File: config.mk
export PLATFORM = sky130hd
export DESIGN_NAME = rmst_ctrl
export DESIGN_NICKNAME = d
export VERILOG_FILES = /design/src/rtl/rmst_pkg.sv /design/src/rtl/rmst_ctrl.sv
export SDC_FILE = /design/constraint.sdc
export NUM_CORES = 1
export LEC_CHECK = 0
export BUFFER_PORTS_ARGS = -buffer_cell sky130_fd_sc_hd__buf_2
export CAP_MARGIN = 20
export CORE_AREA = 2 2 39 41
export DETAILED_ROUTE_END_ITERATION = 6
export DIE_AREA = 0 0 41 43
export PLACE_DENSITY_LB_ADDON = 0.05
export SLEW_MARGIN = 10
export SYNTH_ARGS = -nofsm -noshare
export SYNTH_HDL_FRONTEND = slang
export SYNTH_SLANG_ARGS = --single-unit
export TNS_END_PERCENT = 30
File: constraint.sdc
create_clock -name clk -period 2.5 [get_ports clk]
set_clock_uncertainty 0.15 [all_clocks]
set_input_delay 0.125 -clock clk [delete_from_list [all_inputs] [get_ports clk]]
set_output_delay 0.125 -clock clk [all_outputs]
set_load 0.02 [all_outputs]
File: src/rtl/rmst_pkg.sv
package rmst_pkg;

    localparam int MAX_ELEMENTS_DEF = 1024;
    localparam int SIZE_W = 11;
    localparam int POS_W = 10;
    localparam int DATA_W = 32;

    localparam logic [SIZE_W-1:0] SIZE_RESET = 11'd1024;
    localparam logic signed [DATA_W-1:0] INT_MIN = {1'b1, {(DATA_W-1){1'b0}}};

    typedef enum logic {
        CMD_UPDATE = 1'b0,
        CMD_QUERY  = 1'b1
    } cmd_t;

    typedef struct packed {
        cmd_t                     cmd;
        logic [POS_W-1:0]         position;
        logic [POS_W-1:0]         range_high;
        logic signed [DATA_W-1:0] new_value;
    } req_t;

    typedef struct packed {
        logic signed [DATA_W-1:0] max_value;
        logic                     range_error;
    } rsp_t;

    typedef enum logic [3:0] {
        ST_CLEAR,
        ST_IDLE,
        ST_CHECK,
        ST_U_DOWN,
        ST_U_UP,
        ST_Q_DESC,
        ST_Q_LEFT,
        ST_Q_RIGHT,
        ST_Q_DRAIN,
        ST_EMIT
    } state_t;

    typedef enum logic [3:0] {
        OP_NONE,
        OP_CLEAR,
        OP_LOAD,
        OP_INIT,
        OP_U_DOWN,
        OP_U_LEAF,
        OP_U_UP,
        OP_Q_DESC,
        OP_Q_LEFT,
        OP_Q_RIGHT,
        OP_EMIT
    } op_t;

    typedef struct packed {
        logic clear_last;
        logic bad;
        logic is_query;
        logic leaf;
        logic at_root;
        logic q_full;
        logic q_split;
        logic lo_match;
        logic hi_match;
        logic out_free;
    } stat_t;

    function automatic logic signed [DATA_W-1:0] larger(
        input logic signed [DATA_W-1:0] a,
        input logic signed [DATA_W-1:0] b
    );
        return (a >= b) ? a : b;
    endfunction

endpackage

File: src/rtl/rmst_ctrl.sv
module rmst_ctrl
    import rmst_pkg::*;
(
    input  logic  clk,
    input  logic  rst_n,
    input  logic  req_valid,
    output logic  req_stall,
    input  stat_t st,
    output op_t   op
);

    state_t state_reg;
    state_t state_next;

    always_ff @(posedge clk or negedge rst_n)
    begin
        if (!rst_n)
        begin
            state_reg <= ST_CLEAR;
        end
        else
        begin
            state_reg <= state_next;
        end
    end

    always_comb
    begin
        state_next = state_reg;
        unique case (state_reg)
            ST_CLEAR:
            begin
                if (st.clear_last)
                begin
                    state_next = ST_IDLE;
                end
            end
            ST_IDLE:
            begin
                if (req_valid)
                begin
                    state_next = ST_CHECK;
                end
            end
            ST_CHECK:
            begin
                if (st.bad)
                begin
                    state_next = st.is_query ? ST_EMIT : ST_IDLE;
                end
                else
                begin
                    state_next = st.is_query ? ST_Q_DESC : ST_U_DOWN;
                end
            end
            ST_U_DOWN:
            begin
                if (st.leaf)
                begin
                    state_next = st.at_root ? ST_IDLE : ST_U_UP;
                end
            end
            ST_U_UP:
            begin
                if (st.at_root)
                begin
                    state_next = ST_IDLE;
                end
            end
            ST_Q_DESC:
            begin
                if (st.q_full)
                begin
                    state_next = ST_Q_DRAIN;
                end
                else if (st.q_split)
                begin
                    state_next = ST_Q_LEFT;
                end
            end
            ST_Q_LEFT:
            begin
                if (st.lo_match)
                begin
                    state_next = ST_Q_RIGHT;
                end
            end
            ST_Q_RIGHT:
            begin
                if (st.hi_match)
                begin
                    state_next = ST_Q_DRAIN;
                end
            end
            ST_Q_DRAIN:
            begin
                state_next = ST_EMIT;
            end
            ST_EMIT:
            begin
                if (st.out_free)
                begin
                    state_next = ST_IDLE;
                end
            end
            default:
            begin
                state_next = ST_IDLE;
            end
        endcase
    end

    always_comb
    begin
        op = OP_NONE;
        req_stall = 1'b1;
        unique case (state_reg)
            ST_CLEAR:
            begin
                op = OP_CLEAR;
            end
            ST_IDLE:
            begin
                req_stall = 1'b0;
                if (req_valid)
                begin
                    op = OP_LOAD;
                end
            end
            ST_CHECK:
            begin
                op = OP_INIT;
            end
            ST_U_DOWN:
            begin
                op = st.leaf ? OP_U_LEAF : OP_U_DOWN;
            end
            ST_U_UP:
            begin
                op = OP_U_UP;
            end
            ST_Q_DESC:
            begin
                op = OP_Q_DESC;
            end
            ST_Q_LEFT:
            begin
                op = OP_Q_LEFT;
            end
            ST_Q_RIGHT:
            begin
                op = OP_Q_RIGHT;
            end
            ST_Q_DRAIN:
            begin
                op = OP_NONE;
            end
            ST_EMIT:
            begin
                if (st.out_free)
                begin
                    op = OP_EMIT;
                end
            end
            default:
            begin
                op = OP_NONE;
            end
        endcase
    end

`ifndef SYNTH
    a_accept_to_check: assert property (@(posedge clk) disable iff (!rst_n)
        (state_reg == ST_IDLE && req_valid) |=> (state_reg == ST_CHECK))
        else $error("accepted transaction did not move to the range check");

    a_drain_to_emit: assert property (@(posedge clk) disable iff (!rst_n)
        (state_reg == ST_Q_DRAIN) |=> (state_reg == ST_EMIT))
        else $error("query drain was not followed by the result stage");

    a_stall_when_busy: assert property (@(posedge clk) disable iff (!rst_n)
        (state_reg != ST_IDLE) |-> req_stall)
        else $error("input not stalled while a transaction is being worked");
`endif

endmodule

# --- Word-level counts from Yosys, hierarchy flattened ---
# Cells that the tools add are included.
word_totals:
  register_bits: 4
  elab_cells: 39
  in_bits: 13
  out_inout_bits: 5
op_classes:
  mux: 19
  n_reduce_logical: 2
  n_eq_ne: 17
ops:
  columns: ["op", "count"]
  rows:
  - ["$mux W4", 12]
  - ["$pmux W4 S10", 1]
  - ["$pmux W4 S9", 1]
  - ["$eq A4 B3 Y1 const B", 4]
  - ["$ne A2 B2 Y1 const B", 7]
  - ["$eq A4 B2 Y1 const B", 2]
  - ["$eq A4 B4 Y1 const B", 2]
  - ["$reduce_and A8 Y1", 1]
  - ["$mux W3", 2]
  - ["$eq A4 B1 Y1 const B", 1]
  - ["$logic_not A4 Y1", 1]
  - ["$ne A3 B3 Y1 const B", 1]
  - ["$mux W1", 2]
  - ["$mux W2", 1]

# --- Logic depth before layout (Yosys ltp) ---
# Gate-level depths: netlist of the first run.
depth:
  word_depth: 3
  ltp_mapped: 6
  ltp_nobuf: 4

# --- Worst setup path after synthesis of the first run ---
# OpenSTA, ideal clock, no wires.
synth_timing:
  path_kind: "register to register"
  from: "register state_reg[1]"
  to: "register state_reg[1]"
  setup_slack_ns: 0.911
  arrival_ns: 1.311
  path_buffers: 1
  setup_ns: 0.128
  t_required_ns: 2.222
  synth_period_minus_slack_ns: 1.589
  path_stages_with_launch: 6
  path_cell_list: "dfrtp_1 > buf_6 > nor2b_4 > o311ai_2 > nand4_2 > mux2_1"
synth_between:
  elab_chain_cells: 3
  elab_cells_between_ends: 20
  classes_between: "eq/ne: 17; mux: 1; reduce/logical: 2"
synth_rtl:
  columns: ["element", "line_no", "source"]
  rows:
  - ["from (decl)", "rmst_ctrl.sv:12", "state_t state_reg;"]
  - ["from (signal assigned)", "rmst_ctrl.sv:23", "state_reg <= state_next;"]
  - ["$eq A4 B3 Y1, or another cell as far along", "rmst_ctrl.sv:30", "unique case (state_reg)"]
  - ["$ne A3 B3 Y1 (no source line) / $ne A2 B2 Y1 (equally long branches)", null, null]
  - ["$reduce_and A8 Y1 (no source line)", null, null]
# Parallel ways exist; a longest one is shown, timed or not.
# A chain may end at the register's enable or synchronous reset.

# --- Worst setup path after layout of the first run ---
# Ends and elaborated chain as after synthesis.

==> impl_metrics.tcl, run 1 <==
set metrics [dict create \
    dpl_worst_slack_ns 0.5872 \
    yosys.area.top_type "dfrtp_1" \
    portBuffers 17 \
    finalMaxSlewViolations 0 \
    crit_path_top_delay_cell "dfrtp_1" \
    drc_errors 0 \
    finalSetupViolations 0 \
    vias 505 \
    drive_above_1_share 0.3038 \
    synth_top_area_frac 0.1980 \
    num_rows 14 \
    path_clk_slew_ns 0.04 \
    crit_required_ns 2.46 \
    grt_pass1_wl_mm 1.794 \
    crit_fanout 18 \
    ys_ff_latch 4 \
    cp_cell_sequence "nor3_1 -> o311ai_2 -> nand4_2 -> mux2_1" \
    end_kind "flip-flop" \
    wl_per_cell_um 12.07 \
    grt_pass1_vias 418 \
    antenna_found_initial 0 \
    cts_setup_buffers 0 \
    synth.area.top_cells "dfrtp_1 20%, nor2b_1 7.4%, a21oi_1 6.9%" \
    start_util 0.3653 \
    gp_congestion 0.7070 \
    crit_start "state_reg[1]$_DFFE_PN0P_" \
    clk_latency_ns 0.24 \
    cts_resized 0 \
    ys_seq_area_frac 0.1980 \
    synth_cells 64 \
    r2r-end "state_reg[1]$_DFFE_PN0P_" \
    critPathKind "flip-flop to flip-flop" \
    die_x_um 41 \
    ioPinCount 18 \
    numCtsBuffers 3 \
    ctsRootBufferMaster "clkbuf_4" \
    min_period_ns 1.930 \
    syn_area_um2 505.5 \
    synthesis.nets 77 \
    antenna_left 0 \
    die_y_um 43 \
    rsz0062_at_grt "no" \
    cts_max_level 1 \
    cts_sinks 4 \
    gr-total-overflow 0 \
    outcome "completed" \
    drt_iter0_drc 4 \
    r2r_cells 4 \
    routed_wl_mm 1.147 \
    cp_slowest_stage_delay_ns 0.67 \
    largest_reg_flops 4 \
    fin_crit_sh 0.7719 \
    dr.pass1.iters 3 \
    hpwlAfterDp_um 830.3 \
    tns_ns 0 \
    mostFrequentLayoutCell "buf_2" \
    setup_slack_ns 0.5704 \
    syn_avg_cell_area_um2 7.898 \
    r2r_setup_slack_ns 0.57 \
    power.density_mw_per_mm2 1204 \
    synth-warning-count 0 \
    hold_path.class "primary input to asynchronous set/reset pin" \
    maxCapViolations 0 \
    leakagePower_uw 0.0002671 \
    nets 94 \
    antennaDiodeCount 0 \
    area_growth_syn_to_layout_pct 19.06 \
    critPathArrivalTime_ns 1.89 \
    max-slew-margin-rel 0.6174 \
    max_freq_mhz 518.2 \
    vdd_drop_max_mv 0.8908 \
    reg2reg_from "state_reg[1]$_DFFE_PN0P_" \
    multiInputGateArea_um2 354.1 \
    power.total_uw 724.6 \
    nFillCells 150 \
    max_slew.worst_pin.slew_ns 0.5739 \
    grtUsageTotal 0.1502 \
    placeableCoreArea_mm2 0.001384 \
    die-area_mm2 0.001763 \
    most-common-layout-cells "17 x buf_2, 7 x a21oi_1, 6 x nor2b_1, 6 x o21ai_0" \
    cp-start-kind "flip-flop" \
    ctsLongestPathBuffers 2 \
    regArea_um2 100.1 \
    via_per_inst 5.316 \
    synth.distinct_cells 28 \
    hold_viol 0 \
    grt_start_max_net_pins 19 \
    cts_tree "done" \
]
[layer usage]
layer / vias to the layer above / GRT usage / routed length, um
li1: 264 / - / -
met1: 226 / 0.2052 / 546
met3: 0 / 0.06283 / 66
met5: - / 0 / 0
met4: 0 / 0.04000 / 0
met2: 15 / 0.2125 / 534
[where the power goes]
group	total, uW	switching (uW)	internal (uW)
Combinational	426	218	208
Sequential	216	124	92.2
Clock	82.3	28.4	53.8
[final cells by class]
type                    instances  share of cell area
multi-input cells              52              0.5884
flip-flops and latches          4              0.1663
repair buffers                 18              0.1580
clock buffers                   3             0.03742
well taps                      16             0.03326
inverters                       2             0.01663
[Yosys cell counts (all sizes together)]
cell type,n
nor2b,7
o31ai,1
dfrtp,4
nand4b,1
o21ai,6
inv,2
a211oi,1
nor2,3
nand4,2
nor3,2
nand2b,1
buf,5
nor3b,4
o32ai,1
nand3b,3
a21o,1
a21oi,7
o21bai,1
mux2,2
clkbuf,1
mux2i,3
o311ai,1
o211ai,1
nand2,4
[kinds of logic (layout without fill, tap and decap cells)]
logic type | after synthesis | count (layout) | share of synthesized area
multiplexers | 5 | 5 | 0.1040
AO/OA/AOI/OAI | 20 | 20 | 0.2525
buffers and inverters | 8 | 23 | 0.1015
flip-flops | 4 | 4 | 0.1980
AND/OR/NAND/NOR | 27 | 27 | 0.3441
[critical path, delay by kind of cell, from the launching register on]
kind | cells | cell delay [ns]
flip-flops | 1 | 0.67
AO/OA/AOI/OAI | 1 | 0.29
multiplexers | 1 | 0.35
AND/OR/NAND/NOR | 2 | 0.34
[repair_timing]
action,4_1_cts,5_1_grt
setup endpoints to repair,0,0
endpoints found under the hold margin,4,0
hold buffers,1,0
[worst max path at each step]
stage	slack [ns]	cells after the start	end
floorplan	0.91	5	state_reg[1]$_DFFE_PN0P_
global placement	0.62	4	state_reg[1]$_DFFE_PN0P_
detailed placement	0.59	4	state_reg[2]$_DFFE_PN0P_
CTS	0.57	4	state_reg[2]$_DFFE_PN0P_
global route	0.46	4	state_reg[2]$_DFFE_PN0P_
finish	0.57	4	state_reg[1]$_DFFE_PN0P_
[stage by stage]
step / hold WS, ns / util / std cells / instance area (um^2)
CTS: 0.07091 / 0.4349 / 95 / 601.8
global route: 0.09008 / 0.4349 / 95 / 601.8
detailed placement: -0.2140 / 0.4114 / 91 / 569.3
floorplan: -0.3206 / - / 64 / 505.5
global placement: -0.2154 / 0.4114 / 91 / 569.3
finish: 0.06833 / 0.4349 / 95 / 601.8
Power figures use the tool's default switching activity.
==> inputs of run 2 (changes only) <==
- clock period: 2.5 -> 1.55 ns (I/O delays scaled with it)
==> impl_metrics.tcl, run 2 (synthesized netlist as in run 1, its figures left out) <==
set metrics [dict create \
    largest_reg_flops 4 \
    nets 113 \
    met2_usage 0.2531 \
    dpl_worst_slack_ns -0.1249 \
    most-common-layout-cells "15 x buf_2, 13 x buf_4, 8 x buf_6" \
    max-slew-margin-rel 0.8150 \
    die_x_um 41 \
    path_clk_slew_ns 0.04 \
    finalMaxSlewViolations 0 \
    placeableCoreArea_mm2 0.001384 \
    grtUsageTotal 0.1724 \
    drive_above_1_share 0.6224 \
    drc_errors 0 \
    portBuffers 17 \
    leakagePower_uw 0.0003851 \
    antenna_left 0 \
    crit_required_ns 1.51 \
    crit_path_top_delay_cell "dfrtp_2" \
    numCtsBuffers 3 \
    ioPinCount 18 \
    die_y_um 43 \
    ctsRootBufferMaster "clkbuf_4" \
    rsz0062_at_grt "yes" \
    met3_usage 0.06283 \
    grt_start_max_net_pins 9 \
    critPathKind "flip-flop to flip-flop" \
    setup_slack_ns -0.06884 \
    ctsLongestPathBuffers 2 \
    tns_ns -0.2725 \
    drt_iter0_drc 7 \
    area_growth_syn_to_layout_pct 71.29 \
    maxCapViolations 0 \
    dr.pass1.iters 4 \
    grt_pass1_wl_mm 2.145 \
    power.total_uw 1809 \
    dp_cells 105 \
    max_freq_mhz 617.7 \
    gp_congestion 0.7253 \
    num_rows 14 \
    mostFrequentLayoutCell "buf_2" \
    failed_checks "setup timing" \
    whs_ns 0.01464 \
    hold_viol 0 \
    fin_crit_sh 1.044 \
    end_kind "flip-flop" \
    vdd_drop_max_mv 0.9433 \
    timing.critical_path.buf_inv 1 \
    critPathArrivalTime_ns 1.58 \
    gr-total-overflow 0 \
    antennaDiodeCount 0 \
    finalSetupViolations 7 \
    clk_latency_ns 0.24 \
    routed_wl_mm 1.426 \
    grtUsageMet1 0.2443 \
    power.density_mw_per_mm2 2090 \
    antenna_found_initial 0 \
    cts_tree "done" \
    min_period_ns 1.619 \
    critPathTopFamily "flip-flops" \
    grt_pass1_vias 502 \
    cp-start-kind "flip-flop" \
    cp_slowest_stage_delay_ns 0.45 \
    crit_fanout 6 \
    wl_per_cell_um 12.51 \
    outcome "finished, violations left" \
    cp_cell_sequence "buf_4 -> o21bai_2 -> o311ai_4 -> nand4_4 -> mux2_4" \
    vias 596 \
    cts_max_level 1 \
    fin_cells 114 \
    start_util 0.3653 \
    hold_path.class "primary input to asynchronous set/reset pin" \
    die-area_mm2 0.001763 \
    max_slew.worst_pin.slew_ns 0.2759 \
    hpwlAfterDp_um 978.8 \
    via_per_inst 5.228 \
    cts_sinks 4 \
    grt.busiest_layer "met2" \
]
-- run 2: path summary, 6_finish.rpt --
| kind | cells past startpoint | slack (ns) | start | end |
|---|---|---|---|---|
| setup reg to reg | 5 | -0.07 | state_reg[1]$_DFFE_PN0P_ | state_reg[2]$_DFFE_PN0P_ |
| hold reg to reg | 2 | 0.61 | state_reg[1]$_DFFE_PN0P_ | state_reg[1]$_DFFE_PN0P_ |
| max in group asynchronous | 2 | 1.10 | rst_n | state_reg[1]$_DFFE_PN0P_ |
| min in group clk | 3 | 0.10 | st[5] | state_reg[0]$_DFFE_PN0P_ |
| hold / removal | 2 | 0.01 | rst_n | state_reg[0]$_DFFE_PN0P_ |
| setup / recovery | 5 | -0.07 | state_reg[1]$_DFFE_PN0P_ | state_reg[2]$_DFFE_PN0P_ |
-- run 2: per-stage QoR --
stage / util / cell area [um^2]
3_5_place_dp: 0.4873 / 674.4
3_3_place_gp: 0.4873 / 674.4
2_1_floorplan: - / 505.5
4_1_cts: 0.5660 / 783.3
6_report: 0.6257 / 865.8
5_1_grt: 0.6257 / 865.8
-- run 2: cell type report --
class	instances	area, um^2
inverters	2	10.01
clock buffers	3	22.52
well taps	16	20.02
multi-input cells	52	435.4
flip-flops and latches	4	105.1
repair buffers	37	272.8
fillers	123	518.0
-- run 2: metal layers --
layer,wire length (um),up-vias,share of wire
met3,75,0,0.053
met5,0,-,0
met4,0,0,0
met1,667,276,0.47
met2,682,18,0.48
li1,-,302,-
-- run 2: where the power goes --
part / internal (uW) / leakage, uW / total, uW / switching [uW]
clock network: 86.5 / 0.0000138 / 129 / 42.2
registers: 161 / 0.0000456 / 273 / 112
logic: 774 / 0.000326 / 1410 / 633
total: 1020 / 0.000385 / 1810 / 788
-- run 2: timing repair --
action | CTS | global route
hold buffers | 1 | 0
setup endpoints to repair | 8 | 8
gates resized for setup | 18 | 17
endpoints found under the hold margin | 4 | 0
setup buffers | 4 | 1
pin swaps | 5 | 7
-- run 2: worst reg2reg max path, cell delays in order, from the launching register on --
cell and delay [ns]:
dfrtp_2 0.45, buf_4 0.16, o21bai_2 0.15, o311ai_4 0.14, nand4_4 0.14, mux2_4 0.31
==> inputs of run 3 (changes only) <==
- CORE_AREA: 2 2 39 41 -> unset
- CORE_MARGIN: unset -> 2
- CORE_UTILIZATION: unset -> 25
- DIE_AREA: 0 0 41 43 -> unset
- PLACE_DENSITY_LB_ADDON: 0.05 -> unset
==> impl_metrics.tcl, run 3 (synthesized netlist as in run 1, its figures left out) <==
set metrics [dict create \
    die_x_um 48.97 \
    gr-total-overflow 0 \
    fin_cells 122 \
    failed_checks "setup timing" \
    start_util 0.2603 \
    outcome "finished, violations left" \
    drt_iter0_drc 8 \
    grtUsageTotal 0.1285 \
    r2r_cells 4 \
    endpoint "op[1]" \
    critPathKind "flip-flop to primary output" \
    routed_wl_mm 1.417 \
    portBuffers 17 \
    crit_fanout 8 \
    min_period_ns 1.644 \
    num_rows 16 \
    crit_required_ns 1.32 \
    maxCapViolations 0 \
    placeableCoreArea_mm2 0.001942 \
    ioPinCount 18 \
    reg2reg_from "state_reg[1]$_DFFE_PN0P_" \
    area_growth_syn_to_layout_pct 55.94 \
    path_clk_slew_ns 0.04 \
    dr.pass1.iters 3 \
    antenna_left 0 \
    cts_max_level 1 \
    max-slew-margin-rel 0.8306 \
    vias 559 \
    r2r-end "state_reg[1]$_DFFE_PN0P_" \
    hpwlAfterDp_mm 1.009 \
    fin_util 0.4059 \
    largest_reg_flops 4 \
    grt_pass1_vias 577 \
    leakagePower_uw 0.0003566 \
    rsz0062_at_grt "yes" \
    crit_start "state_reg[2]$_DFFE_PN0P_" \
    max_freq_mhz 608.4 \
    setup_slack_ns -0.09369 \
    whs_ns 0.05936 \
    critPathArrivalTime_ns 1.42 \
    vdd_drop_max_mv 0.9074 \
    r2r_setup_slack_ns -0.08 \
    most-common-layout-cells "15 x buf_2, 14 x buf_4, 6 x a21oi_1" \
    die_y_um 48.97 \
    antennaDiodeCount 0 \
    via_per_inst 4.582 \
    cts_sinks 4 \
    antenna_found_initial 0 \
    grt_pass1_wl_mm 2.449 \
    regArea_um2 103.9 \
    multiInputGateArea_um2 382.9 \
    cp-start-kind "flip-flop" \
    wl_per_cell_um 11.61 \
    ctsLongestPathBuffers 2 \
    nFillCells 206 \
    gp_congestion 0.8474 \
    mostFrequentLayoutCell "buf_2" \
    drc_errors 0 \
    max_slew.worst_pin.slew_ns 0.2536 \
    cts_tree "done" \
    fin_crit_sh 1.060 \
    dp_cells 113 \
    die-area_mm2 0.002398 \
    hold_viol 0 \
    drive_above_1_share 0.5158 \
    hold_path.class "primary input to asynchronous set/reset pin" \
    finalSetupViolations 6 \
    end_kind "primary output" \
    ctsRootBufferMaster "clkbuf_4" \
    power.density_mw_per_mm2 1921 \
    finalMaxSlewViolations 0 \
    numCtsBuffers 3 \
    grt_start_max_net_pins 12 \
    clk_latency_ns 0.23 \
    nets 110 \
    power.total_uw 1514 \
]
run 3: worst min-delay path by stage:
stage | end | cells after the start
2_1_floorplan | state_reg[0]$_DFFE_PN0P_ | 0
3_5_place_dp | state_reg[0]$_DFFE_PN0P_ | 1
6_report | state_reg[3]$_DFFE_PN0P_ | 2
4_1_cts | state_reg[3]$_DFFE_PN0P_ | 2
5_1_grt | state_reg[3]$_DFFE_PN0P_ | 2
3_3_place_gp | state_reg[1]$_DFFE_PN0P_ | 1
run 3: area by class of cell:
type | count | area share
multi-input cells | 52 | 0.4857
repair buffers | 34 | 0.2984
flip-flops and latches | 4 | 0.1317
well taps | 27 | 0.04286
clock buffers | 3 | 0.02857
inverters | 2 | 0.01270
run 3: power breakdown:
| part | leakage (uW) | switching, uW | internal [uW] |
|---|---|---|---|
| Sequential | 0.0000472 | 108 | 159 |
| Clock | 0.0000138 | 37.3 | 86.2 |
| Combinational | 0.000296 | 542 | 582 |
run 3: stage by stage:
step	instance area [um^2]	TNS (ns)	setup slack, ns
final	788.3	-0.3595	-0.09369
after global routing	788.3	-0.7966	-0.1949
after CTS	734.5	-0.2383	-0.1040
after detailed placement	665.6	-0.3721	-0.1114
after global placement	665.6	-0.1975	-0.06429
after floorplan	505.5	-0.04469	-0.02234
run 3: per-layer routing:
layer  up-vias  track usage  share of wire
met5         -            0              0
met4         0      0.04286              0
met3         0      0.03067          0.023
met2        10       0.2100           0.51
met1       253       0.1651           0.47
li1        296            -              -
run 3: what timing repair did:
item / CTS / global route
hold buffers: 1 / 0
setup endpoints to repair: 8 / 8
gates resized for setup: 11 / 9
buffers inserted: 2 / 3
pin swaps: 3 / 2
hold endpoints to repair: 4 / 0
run 3: critical path: stages (launching register included):
cell,delay [ns]
dfrtp_2,0.46
buf_6,0.16
nand2b_1,0.16
o32ai_1,0.21
buf_2,0.20
